===== config.mk =====
export PLATFORM = sky130hd
export DESIGN_NAME = domain_name_label_encoder
export DESIGN_NICKNAME = d
export VERILOG_FILES = /design/src/rtl/dnle_pkg.sv /design/src/rtl/domain_name_label_encoder.sv /design/src/rtl/dnle_core.sv /design/src/rtl/dnle_fifo.sv
export VERILOG_INCLUDE_DIRS = /design/src /design/src/rtl
export SDC_FILE = /design/constraint.sdc
export NUM_CORES = 1
export LEC_CHECK = 0
export BUFFER_PORTS_ARGS = -buffer_cell sky130_fd_sc_hd__buf_2
export CAP_MARGIN = 10
export CORE_AREA = 2 2 217 219
export CTS_CLUSTER_DIAMETER = 100
export DETAILED_ROUTE_END_ITERATION = 7
export DIE_AREA = 0 0 219 221
export HOLD_SLACK_MARGIN = 0.03
export PLACE_DENSITY = 0.53
export SYNTH_ARGS = -nofsm -noshare
export SYNTH_HDL_FRONTEND = slang
export SYNTH_HIERARCHICAL = 1
export SYNTH_SLANG_ARGS = --single-unit

===== constraint.sdc =====
create_clock -name clk -period 9.7 [get_ports clk]
set_input_delay 0.485 -clock clk [delete_from_list [all_inputs] [get_ports clk]]
set_output_delay 0.485 -clock clk [all_outputs]
set_load 0.03 [all_outputs]

===== src/rtl/domain_name_label_encoder_defines.svh =====
// Assertion macros shared by the domain name label encoder RTL.
// Expects signals clk and rst_n in the including module's scope.
`ifndef DOMAIN_NAME_LABEL_ENCODER_DEFINES_SVH
`define DOMAIN_NAME_LABEL_ENCODER_DEFINES_SVH

// Check a condition at every rising clock edge outside reset.
`define DNLE_ASSERT_ALWAYS(label, cond, msg) \
    label: assert property (@(posedge clk) disable iff (!rst_n) (cond)) else $error(msg);

// Check that an antecedent implies a consequent in the same cycle.
`define DNLE_ASSERT_IMPL(label, ante, cons, msg) \
    label: assert property (@(posedge clk) disable iff (!rst_n) (ante) |-> (cons)) \
        else $error(msg);

`endif


===== src/rtl/dnle_pkg.sv =====
// Package for the domain name label encoder: constants, status codes,
// result and push types. No dependencies.
package dnle_pkg;

    localparam int MAX_NAME_CHARS  = 255;
    localparam int MAX_LABEL_LEN   = 63;
    localparam int MAX_CHAR_OFFSET = 253;
    localparam int MAX_RESULTS     = 3;
    localparam logic [7:0] DOT_CHAR = 8'h2E;

    localparam int FIFO_DEPTH = 8;
    localparam int PTR_W      = $clog2(FIFO_DEPTH);
    localparam int CNT_W      = PTR_W + 1;

    typedef enum logic [1:0] {
        STATUS_OK          = 2'd0,
        STATUS_EMPTY_LABEL = 2'd1,
        STATUS_LABEL_LONG  = 2'd2,
        STATUS_NAME_LONG   = 2'd3
    } status_t;

    typedef struct packed {
        logic [7:0] out_byte;
        logic [7:0] out_offset;
        logic       is_last;
        status_t    status;
    } res_t;

    typedef struct packed {
        logic [1:0]                 n;
        res_t [MAX_RESULTS-1:0]     r;
    } push_t;

    function automatic res_t mk_res(input logic [7:0] b, input logic [7:0] off,
                                    input logic last, input status_t st);
        res_t r;
        r.out_byte   = b;
        r.out_offset = off;
        r.is_last    = last;
        r.status     = st;
        return r;
    endfunction

endpackage


===== src/rtl/domain_name_label_encoder.sv =====
// Top level of the domain name label encoder: input register, encoder core
// and result queue. Depends on dnle_pkg, dnle_core and dnle_fifo.
//
// Usage:
//   Slave stream carries one byte of a dotted name per transaction:
//   s_tdata = name byte, s_tuser = has_char (byte is valid), s_tlast = name end.
//   Master stream carries one wire byte per transaction: m_tdata holds the
//   byte and its offset in the encoded name, m_tlast marks the final result
//   of a name (error results too), m_tuser holds the status code.
// Flow: an accepted transaction is held in the input register, its results
//   are computed from that register and written into an 8-entry result
//   queue; the first result is valid once written and leaves on m_tready.
// Throughput: one input transaction per cycle while the master side takes
//   one result per cycle. A dot gives up to two results and a name end up to
//   three, drained one per cycle; s_tready drops when the queue cannot hold
//   three results each for the registered transaction and the next one.
// Reset: rst_n clears the encoder state, input valid flag and queue pointers;
//   the block then expects the start of a new name.
// Stall: when m_tready is low, results hold in the queue and s_tready falls
//   once the queue is near full; nothing is lost or repeated.
module domain_name_label_encoder (
    input  logic        clk,
    input  logic        rst_n,
    input  logic        s_tvalid,
    output logic        s_tready,
    input  logic [7:0]  s_tdata,   // [7:0] in_char
    input  logic [0:0]  s_tuser,   // [0] has_char
    input  logic        s_tlast,   // is_end
    output logic        m_tvalid,
    input  logic        m_tready,
    output logic [15:0] m_tdata,   // [7:0] out_byte, [15:8] out_offset
    output logic [1:0]  m_tuser,   // [1:0] status
    output logic        m_tlast    // is_last
);
    import dnle_pkg::*;

    logic             in_valid_reg;
    logic [7:0]       in_char_reg;
    logic             has_char_reg;
    logic             is_end_reg;
    logic             accept;
    push_t            push;
    res_t             head;
    logic [CNT_W-1:0] count;
    logic [CNT_W:0]   reserved;

    // reserve room for the worst case of the item still in the input register
    assign reserved = {1'b0, count} + (in_valid_reg ? (CNT_W+1)'(MAX_RESULTS) : '0);
    assign s_tready = reserved <= (CNT_W+1)'(FIFO_DEPTH - MAX_RESULTS);
    assign accept   = s_tvalid && s_tready;

    always_ff @(posedge clk or negedge rst_n)
    begin
        if (!rst_n)
            in_valid_reg <= 1'b0;
        else
            in_valid_reg <= accept;
    end

    // payload: hold the accepted transaction for the encoder core
    always_ff @(posedge clk)
    begin
        if (accept)
        begin
            in_char_reg  <= s_tdata;
            has_char_reg <= s_tuser[0];
            is_end_reg   <= s_tlast;
        end
    end

    dnle_core u_core (
        .clk      (clk),
        .rst_n    (rst_n),
        .in_valid (in_valid_reg),
        .in_char  (in_char_reg),
        .has_char (has_char_reg),
        .is_end   (is_end_reg),
        .push     (push)
    );

    dnle_fifo u_fifo (
        .clk        (clk),
        .rst_n      (rst_n),
        .push       (push),
        .pop_ready  (m_tready),
        .head       (head),
        .head_valid (m_tvalid),
        .count      (count)
    );

    assign m_tdata = {head.out_offset, head.out_byte};
    assign m_tuser = head.status;
    assign m_tlast = head.is_last;

endmodule


===== src/rtl/dnle_core.sv =====
// Encoder state and per-item result logic for the domain name label encoder.
// Depends on dnle_pkg and domain_name_label_encoder_defines.svh.
`include "domain_name_label_encoder_defines.svh"

module dnle_core (
    input  logic                clk,
    input  logic                rst_n,
    input  logic                in_valid,
    input  logic [7:0]          in_char,
    input  logic                has_char,
    input  logic                is_end,
    output dnle_pkg::push_t     push
);
    import dnle_pkg::*;

    logic [7:0] write_pos_reg,   write_pos_next;
    logic [7:0] label_start_reg, label_start_next;
    logic [5:0] label_len_reg,   label_len_next;
    logic [7:0] char_count_reg,  char_count_next;
    logic       discarding_reg,  discarding_next;

    logic [8:0] cc_wide;
    logic [7:0] off;
    logic       cc_ovf;
    logic       off_ovf;
    logic       lone_dot;
    logic       is_dot;
    logic       do_fault;
    logic       do_clear;
    status_t    fault_code;

    assign cc_wide  = {1'b0, char_count_reg} + 9'd1;
    assign cc_ovf   = cc_wide > 9'(MAX_NAME_CHARS);
    assign off      = write_pos_reg + 8'd1;
    assign off_ovf  = write_pos_reg >= 8'(MAX_CHAR_OFFSET);
    assign lone_dot = (char_count_reg == 8'd1) && (write_pos_reg == 8'd0)
                      && (label_len_reg == 6'd0);
    assign is_dot   = in_char == DOT_CHAR;

    always_comb
    begin
        write_pos_next   = write_pos_reg;
        label_start_next = label_start_reg;
        label_len_next   = label_len_reg;
        char_count_next  = char_count_reg;
        discarding_next  = discarding_reg;
        push             = '0;
        do_fault         = 1'b0;
        do_clear         = 1'b0;
        fault_code       = STATUS_OK;

        if (in_valid)
        begin
            if (discarding_reg)
            begin
                // drop everything up to the name end
                if (is_end)
                    do_clear = 1'b1;
            end
            else if (has_char)
            begin
                if (cc_ovf)
                begin
                    do_fault   = 1'b1;
                    fault_code = STATUS_NAME_LONG;
                end
                else if (is_dot)
                begin
                    if (label_len_reg == 6'd0)
                    begin
                        if ((char_count_reg == 8'd0) && is_end)
                        begin
                            // lone dot: root name
                            push.r[0] = mk_res(8'd0, 8'd0, 1'b1, STATUS_OK);
                            push.n    = 2'd1;
                            do_clear  = 1'b1;
                        end
                        else
                        begin
                            do_fault   = 1'b1;
                            fault_code = STATUS_EMPTY_LABEL;
                        end
                    end
                    else
                    begin
                        push.r[0] = mk_res({2'b0, label_len_reg}, label_start_reg,
                                           1'b0, STATUS_OK);
                        push.n    = 2'd1;
                        if (is_end)
                        begin
                            push.r[1] = mk_res(8'd0, off, 1'b1, STATUS_OK);
                            push.n    = 2'd2;
                            do_clear  = 1'b1;
                        end
                        else
                        begin
                            label_start_next = off;
                            write_pos_next   = off;
                            label_len_next   = 6'd0;
                            char_count_next  = cc_wide[7:0];
                        end
                    end
                end
                else
                begin
                    if (lone_dot)
                    begin
                        do_fault   = 1'b1;
                        fault_code = STATUS_EMPTY_LABEL;
                    end
                    else if (label_len_reg == 6'(MAX_LABEL_LEN))
                    begin
                        do_fault   = 1'b1;
                        fault_code = STATUS_LABEL_LONG;
                    end
                    else if (off_ovf)
                    begin
                        do_fault   = 1'b1;
                        fault_code = STATUS_NAME_LONG;
                    end
                    else
                    begin
                        push.r[0] = mk_res(in_char, off, 1'b0, STATUS_OK);
                        push.n    = 2'd1;
                        if (is_end)
                        begin
                            push.r[1] = mk_res({2'b0, label_len_reg} + 8'd1,
                                               label_start_reg, 1'b0, STATUS_OK);
                            push.r[2] = mk_res(8'd0, off + 8'd1, 1'b1, STATUS_OK);
                            push.n    = 2'd3;
                            do_clear  = 1'b1;
                        end
                        else
                        begin
                            write_pos_next  = off;
                            label_len_next  = label_len_reg + 6'd1;
                            char_count_next = cc_wide[7:0];
                        end
                    end
                end
            end
            else if (is_end)
            begin
                if (label_len_reg != 6'd0)
                begin
                    push.r[0] = mk_res({2'b0, label_len_reg}, label_start_reg,
                                       1'b0, STATUS_OK);
                    push.r[1] = mk_res(8'd0, off, 1'b1, STATUS_OK);
                    push.n    = 2'd2;
                end
                else
                begin
                    push.r[0] = mk_res(8'd0, label_start_reg, 1'b1, STATUS_OK);
                    push.n    = 2'd1;
                end
                do_clear = 1'b1;
            end
        end

        if (do_fault)
        begin
            push.r[0] = mk_res(8'd0, 8'd0, 1'b1, fault_code);
            push.n    = 2'd1;
            do_clear  = 1'b1;
        end

        if (do_clear)
        begin
            write_pos_next   = 8'd0;
            label_start_next = 8'd0;
            label_len_next   = 6'd0;
            char_count_next  = 8'd0;
            discarding_next  = do_fault && !is_end;
        end
    end

    always_ff @(posedge clk or negedge rst_n)
    begin
        if (!rst_n)
        begin
            write_pos_reg   <= '0;
            label_start_reg <= '0;
            label_len_reg   <= '0;
            char_count_reg  <= '0;
            discarding_reg  <= 1'b0;
        end
        else
        begin
            write_pos_reg   <= write_pos_next;
            label_start_reg <= label_start_next;
            label_len_reg   <= label_len_next;
            char_count_reg  <= char_count_next;
            discarding_reg  <= discarding_next;
        end
    end

    `DNLE_ASSERT_ALWAYS(a_pos_tracks_label, write_pos_reg == label_start_reg + {2'b0, label_len_reg}, "write position out of step with label")
    `DNLE_ASSERT_IMPL(a_discard_clean, discarding_reg, (char_count_reg == 8'd0) && (label_len_reg == 6'd0), "state not cleared while discarding")

endmodule


===== src/rtl/dnle_fifo.sv =====
// Result queue for the domain name label encoder: takes up to three results
// per cycle, delivers one. Depends on dnle_pkg and the defines header.
`include "domain_name_label_encoder_defines.svh"

module dnle_fifo (
    input  logic                   clk,
    input  logic                   rst_n,
    input  dnle_pkg::push_t        push,
    input  logic                   pop_ready,
    output dnle_pkg::res_t         head,
    output logic                   head_valid,
    output logic [dnle_pkg::CNT_W-1:0] count
);
    import dnle_pkg::*;

    res_t             entry_reg [FIFO_DEPTH];
    logic [PTR_W-1:0] wr_ptr_reg, wr_ptr_next;
    logic [PTR_W-1:0] rd_ptr_reg, rd_ptr_next;
    logic [CNT_W-1:0] count_reg,  count_next;
    logic             pop;

    assign head_valid  = count_reg != '0;
    assign head        = entry_reg[rd_ptr_reg];
    assign count       = count_reg;
    assign pop         = pop_ready && head_valid;
    assign wr_ptr_next = wr_ptr_reg + PTR_W'(push.n);
    assign rd_ptr_next = rd_ptr_reg + PTR_W'(pop);
    assign count_next  = count_reg + CNT_W'(push.n) - CNT_W'(pop);

    // store the new results in arrival order
    always_ff @(posedge clk)
    begin
        for (int k = 0; k < MAX_RESULTS; k++)
        begin
            if (k < int'(push.n))
                entry_reg[wr_ptr_reg + PTR_W'(k)] <= push.r[k];
        end
    end

    always_ff @(posedge clk or negedge rst_n)
    begin
        if (!rst_n)
        begin
            wr_ptr_reg <= '0;
            rd_ptr_reg <= '0;
            count_reg  <= '0;
        end
        else
        begin
            wr_ptr_reg <= wr_ptr_next;
            rd_ptr_reg <= rd_ptr_next;
            count_reg  <= count_next;
        end
    end

    `DNLE_ASSERT_ALWAYS(a_no_overflow, ({1'b0, count_reg} + (CNT_W+1)'(push.n)) <= ((CNT_W+1)'(FIFO_DEPTH) + (CNT_W+1)'(pop)), "result queue overflow")
    `DNLE_ASSERT_IMPL(a_ptr_gap, count_reg != (CNT_W)'(FIFO_DEPTH), PTR_W'(wr_ptr_reg - rd_ptr_reg) == count_reg[PTR_W-1:0], "queue pointers disagree with count")

endmodule


* Word-level counts from Yosys, hierarchy flattened
Memories as Yosys holds them, arrays and structs flattened.
Cells that the tools add are included.
** Word-level totals
- Memory bits (read-only) :: 0
- Memories :: 1
- Output and inout bits :: 21
- Flip-flop bits (word level) :: 52
- Word-level logic and storage cells :: 170
- RAM bits :: 152
- Bits in latches :: 0
- Bits of input ports :: 14
** Memory list
- u_fifo.entry_reg :: depth 8, bits a word 19, read ports 1, clocked after Yosys merged registers in 0, wr ports 3, RTL line dnle_fifo.sv:16 : res_t entry_reg [FIFO_DEPTH];
** Cells by class
- Equality and inequality tests :: 13
- $add $sub $neg :: 12
- Bitwise gates (word level) :: 0
- Magnitude comparators :: 6
- Reductions and logical operators :: 18
- Multipliers :: 0
- Multiplexer cells :: 108
- Shifts and indexed selects :: 0
- Divide/modulo/power cells :: 0
** Operator list (number)
- $mux 59 :: 6
- $mux 8 :: 30
- $mux 38 :: 3
- $mux 19 :: 4
- $mux 6 :: 12
- $mux 40 :: 1
- $mux 2 :: 17
- $mux 11 :: 3
- $mux 1 :: 30
- $mux 17 :: 1
- $add 8x1->8 const B :: 2
- $logic_not 8->1 :: 2
- $ne 3x3->1 const B :: 4
- $reduce_and 10->1 :: 1
- $add 8x1->9 const B :: 1
- $gt 9x8->1 const B :: 1
- $eq 8x1->1 const B :: 1
- $eq 8x6->1 const B :: 1
- $ge 8x8->1 const B :: 1
- $reduce_and 8->1 :: 1
- $add 6x1->7 const B :: 1
- $reduce_and 7->1 :: 1
- $add 6x1->6 const B :: 1
- $eq 6x6->1 const B :: 1
- other kinds (21) :: 31

* Logic depth before layout (Yosys ltp)
- Word-level depth :: 15
- Mapped depth :: 18
- Depth with buffers taken out :: 16

* Modules after synthesis
Netlist, hierarchy kept.
** Modules (own cells, without submodules)
- dnle_fifo :: area each 11000.6 µm², times used 1, sequential area each 4814.6 µm², cells an instance 1127
- dnle_core :: area each 2733.9 µm², times used 1, sequential area each 775.7 µm², cells an instance 348
- domain_name_label_encoder :: area each 434.2 µm², times used 1, sequential area each 325.3 µm², cells an instance 22

* Worst setup path after synthesis
OpenSTA, ideal clock, no wires.
- Kind :: reg2reg
- From :: register u_core.write_pos_reg[0]
- To :: memory u_fifo/entry_reg[0][0] in the netlist's numbering (enable)
- Setup slack :: 5.113 ns
- Period minus slack after synthesis :: 4.587 ns
- Data required time :: 9.298 ns
- Arrival :: 4.184 ns
- Path buffers :: 2
- Cell stages (with the launch flop) :: 15
- Library setup time :: 0.402 ns
- Path through :: dfrtp_1 > clkinv_1 > ha_1 > nor4bb_1 > nand4_1 > o211a_1 > o21ai_1 > o21ai_0 > nand2_1 > a211oi_1 > buf_4 > buf_2 > nand3_1 > mux2_2 > o22ai_1
** RTL lines
- start: declaration :: RTL line dnle_core.sv:16 : logic [7:0] write_pos_reg, write_pos_next;
- start signal: assignment :: RTL line dnle_core.sv:189 : write_pos_reg <= write_pos_next;
- end: declaration :: RTL line dnle_fifo.sv:16

==> results.md <==
* Status: finished clean
* Total CTS buffers at 24
* # hold bufs at CTS at 0
* Synthesized area per cell at approximately 9.5 um2
* Compound-cell area share of the yosys netlist at about 17%
* Yosys reg bits at 204
* Synth area leader: edfxtp_1
* Critical Path AT at roughly 5.7 ns
* Pwr/cell area at 285 nW/um2
* Drt drc at 0
* EDFF count, synth at 162
* VDD IR max at between 0.2 and 0.25 mV
* RR Startpoint: u_core/write_pos_reg[0]
* Pleak at approximately 4.9 nW
* Routed len/inst at 23.1 um
* # Post-CTS Setup Buffers at 0
* First-pass GRT wire length at slightly above 70000 um
* RSZ-0062 raised after global routing: false
* Met2 WL at roughly 21000 um
* IO Pins at 35
* Vias per cell at 5.90
* Max-cap violations at 0
* CTS clk-pin slew, worst paths at approximately 0.060 ns
* Worst-margin pin slew at roughly 1.3 ns
* Setup WS post-layout at 4.24 ns
* Post-Synth Adder-Cell Area at under 10%
* Hold_sp: s_tdata[6]
* Clock buffer depth at 3
* Main flop type after synthesis: edfxtp_1
* M1 WL at 20700 um
* Gr usage total at 19.1%
* FP Rows at between 70 and 80
* Post-cts resize count at 0
* Total power at between 4 and 5 mW
* Fin crit period at 5.46 ns
* Fin. max-slew vios at 0
* Largest family of logic cells by synthesized area: simple AND/OR/NAND/NOR gates
* Number of global-route vias before repair at around 12k
* Netlist cell types at 71
* Share of the synthesized area in the top cell type at between 30% and 40%
* DRT Pass-1 Iters at 6
* Yosys warning total at 6
* Endpoints failing hold at 0
* Worst skew pair latency at 0.55 ns
* DIE HEIGHT at around 220 um
* Hold Path Class: input port to flop
* Fin crit share at 56.3%
* Pin count of the biggest net entering global routing at between 100 and 150
* Synth Area in Simple Gates at a little over a fifth
* Core area at ~46000 um2
* I/O Buffers at 34
* Final setup skew at roughly 0.020 ns
* Crit path max fanout at 80
* Worst relative slew slack at 15.6%
* CTS tree: done
* Vias at 12.0k
* Root Buffer: clkbuf_16
* Routed Antenna Nets at 0
* Post-DP HPWL at 28800 um
* Drt first-iter violations at between 1.5k and 2k
* Async SR Flop Fraction at 20.6%
* Post-Syn Area at between 10000 and 15000 um2
* Die Span X at 219 um
* Max Freq at about 0.18 GHz
* Initial antenna violation count at 0
* CP Launch Point: u_core/write_pos_reg[0]
* Setup-failing EPs final at 0
* TritonCTS Sinks at 204
* Xor-xnor portion of the synthesized cell area at ~1.8%
* Max Used Layer: met4
* Final global-route overflow total at 0
* WP data required at around 9.9 ns
* Final #Nets at around 1.5k
* Area delta synth->final at 8.12%
* Drt total wl at about 47000 um
* Top cells by area, synth: edfxtp_1 (34%), dfrtp_1 (7.4%), a31oi_1 (6.7%), mux4_2 (6.0%), nor3_1 (5.9%)
* Critical path type: flop to flop
* # H-tree levels at 1
* Seq/Total Area, Yosys at 41.8%
* Number of flip-flops under the largest register name at approximately 150
* Mux contribution to synthesized area at a little over 8%
* Place WS at roughly 4.4 ns
* Placer Congestion at around 0.85
* Mapped Cells at about 1.5k
* Met3 wire len at between 3000 and 4000 um
* CP Capture Type: flop
* Initial core utilization at between 30% and 40%
* Die ar. at around 48000 um2
* Startpoint Class: flop
* Layout cells sized above 1 at between 10% and 20%
* Setup tns final at 0 ns
report_power, final:
part / total [mW] / internal [mW] / switching [mW] / leakage (nW)
registers: 1.29 / 1.14 / 0.158 / 2.03
clock network: 0.932 / 0.536 / 0.395 / 0.371
logic: 2.15 / 0.657 / 1.49 / 2.53
total: 4.37 / 2.33 / 2.04 / 4.92
worst paths after layout:
path	to	slack, ns	depth (start not counted)
max in group asynchronous	u_fifo/rd_ptr_reg[0]	8.86	1
worst max-delay path	u_fifo/entry_reg[3][4]	4.24	15
min in group asynchronous	u_core/char_count_reg[0]	0.13	1
worst min register to register	u_fifo/rd_ptr_reg[0]	0.50	1
worst max register to register	u_fifo/entry_reg[3][4]	4.24	15
worst min-delay path	in_char_reg[6]	0.12	1
cells by family (layout without fill, tap and decap cells):
| family | after synthesis | after routing |
|---|---|---|
| DFF | 204 | 204 |
| AOI/OAI and AO/OA | 402 | 402 |
| adders and majority gates | 27 | 27 |
| and+or+nand+nor | 559 | 559 |
| muxes | 64 | 64 |
| xor gates and xnor gates | 27 | 27 |
| buffers and inverters | 213 | 135 |
| other | 1 | 15 |
cells in the mapped netlist, drive strengths merged, types with 13 or more instances:
cell type	instances
and4b	38
edfxtp	162
mux2	22
a31oi	152
nor3	168
xor2	13
nand3	22
buf	98
mux4	38
inv	24
and4	20
ha	23
nand2	186
and4bb	21
xnor2	14
dfrtp	42
a22oi	20
nor2	60
clkbuf	89
o21ai	168
layout by cell type, fill, tap and decap left out, types with 10 or more instances in the layout:
cell type / count
inv_1: 24
nor2_1: 59
xnor2_1: 13
buf_2: 34
and4bb_2: 21
and4_1: 20
a22oi_1: 20
xor2_1: 12
mux4_2: 38
nand3_1: 21
clkbuf_16: 24
mux2_2: 22
nor3_1: 166
nand2_1: 186
and4b_1: 38
conb_1: 14
o21ai_0: 153
buf_4: 31
ha_1: 22
dfrtp_1: 39
o21ai_1: 14
a21oi_1: 10
a31oi_1: 152
edfxtp_1: 162
per-stage QoR:
step	hold WS [ns]	std cells	utilization, %	area [um2]
floorplan	0.189	1510	-	14200
global placement	0.484	1995	31.5	14500
detailed placement	0.488	1996	31.5	14500
CTS	0.101	2039	33.3	15300
global route	0.102	2039	33.3	15300
finish	0.125	2040	33.3	15300
cell type report:
cell class,count,area [um2]
clock inverter,17,186
antenna,1,2.50
sequential,204,5920
timing repair buffer,66,418
inverter,26,97.6
tap,607,759
clock buffer,26,608
multi-input combinational,1093,7330
fill,4712,30700
worst max-delay path, cell delays in order (launching register included):
cell and delay (ns):
dfrtp_1 0.46, clkinv_1 0.21, ha_1 0.18, nor4bb_1 0.28
nand4_1 0.14, o211a_1 0.29, o21ai_1 0.21, o21ai_0 0.15
nand2_1 0.35, a211oi_4 0.07, buf_4 0.20, buf_4 0.35
nand3b_4 0.16, buf_4 0.76, or2_1 1.06, a31oi_1 0.21
routing by layer:
metal | global-route usage (%) | up-vias
met4 | 5.95 | 0
met2 | 29.3 | 607
li1 | - | 5484
met5 | 0 | -
met1 | 27.8 | 5854
met3 | 2.68 | 96
(Power assumes the default switching activity.)
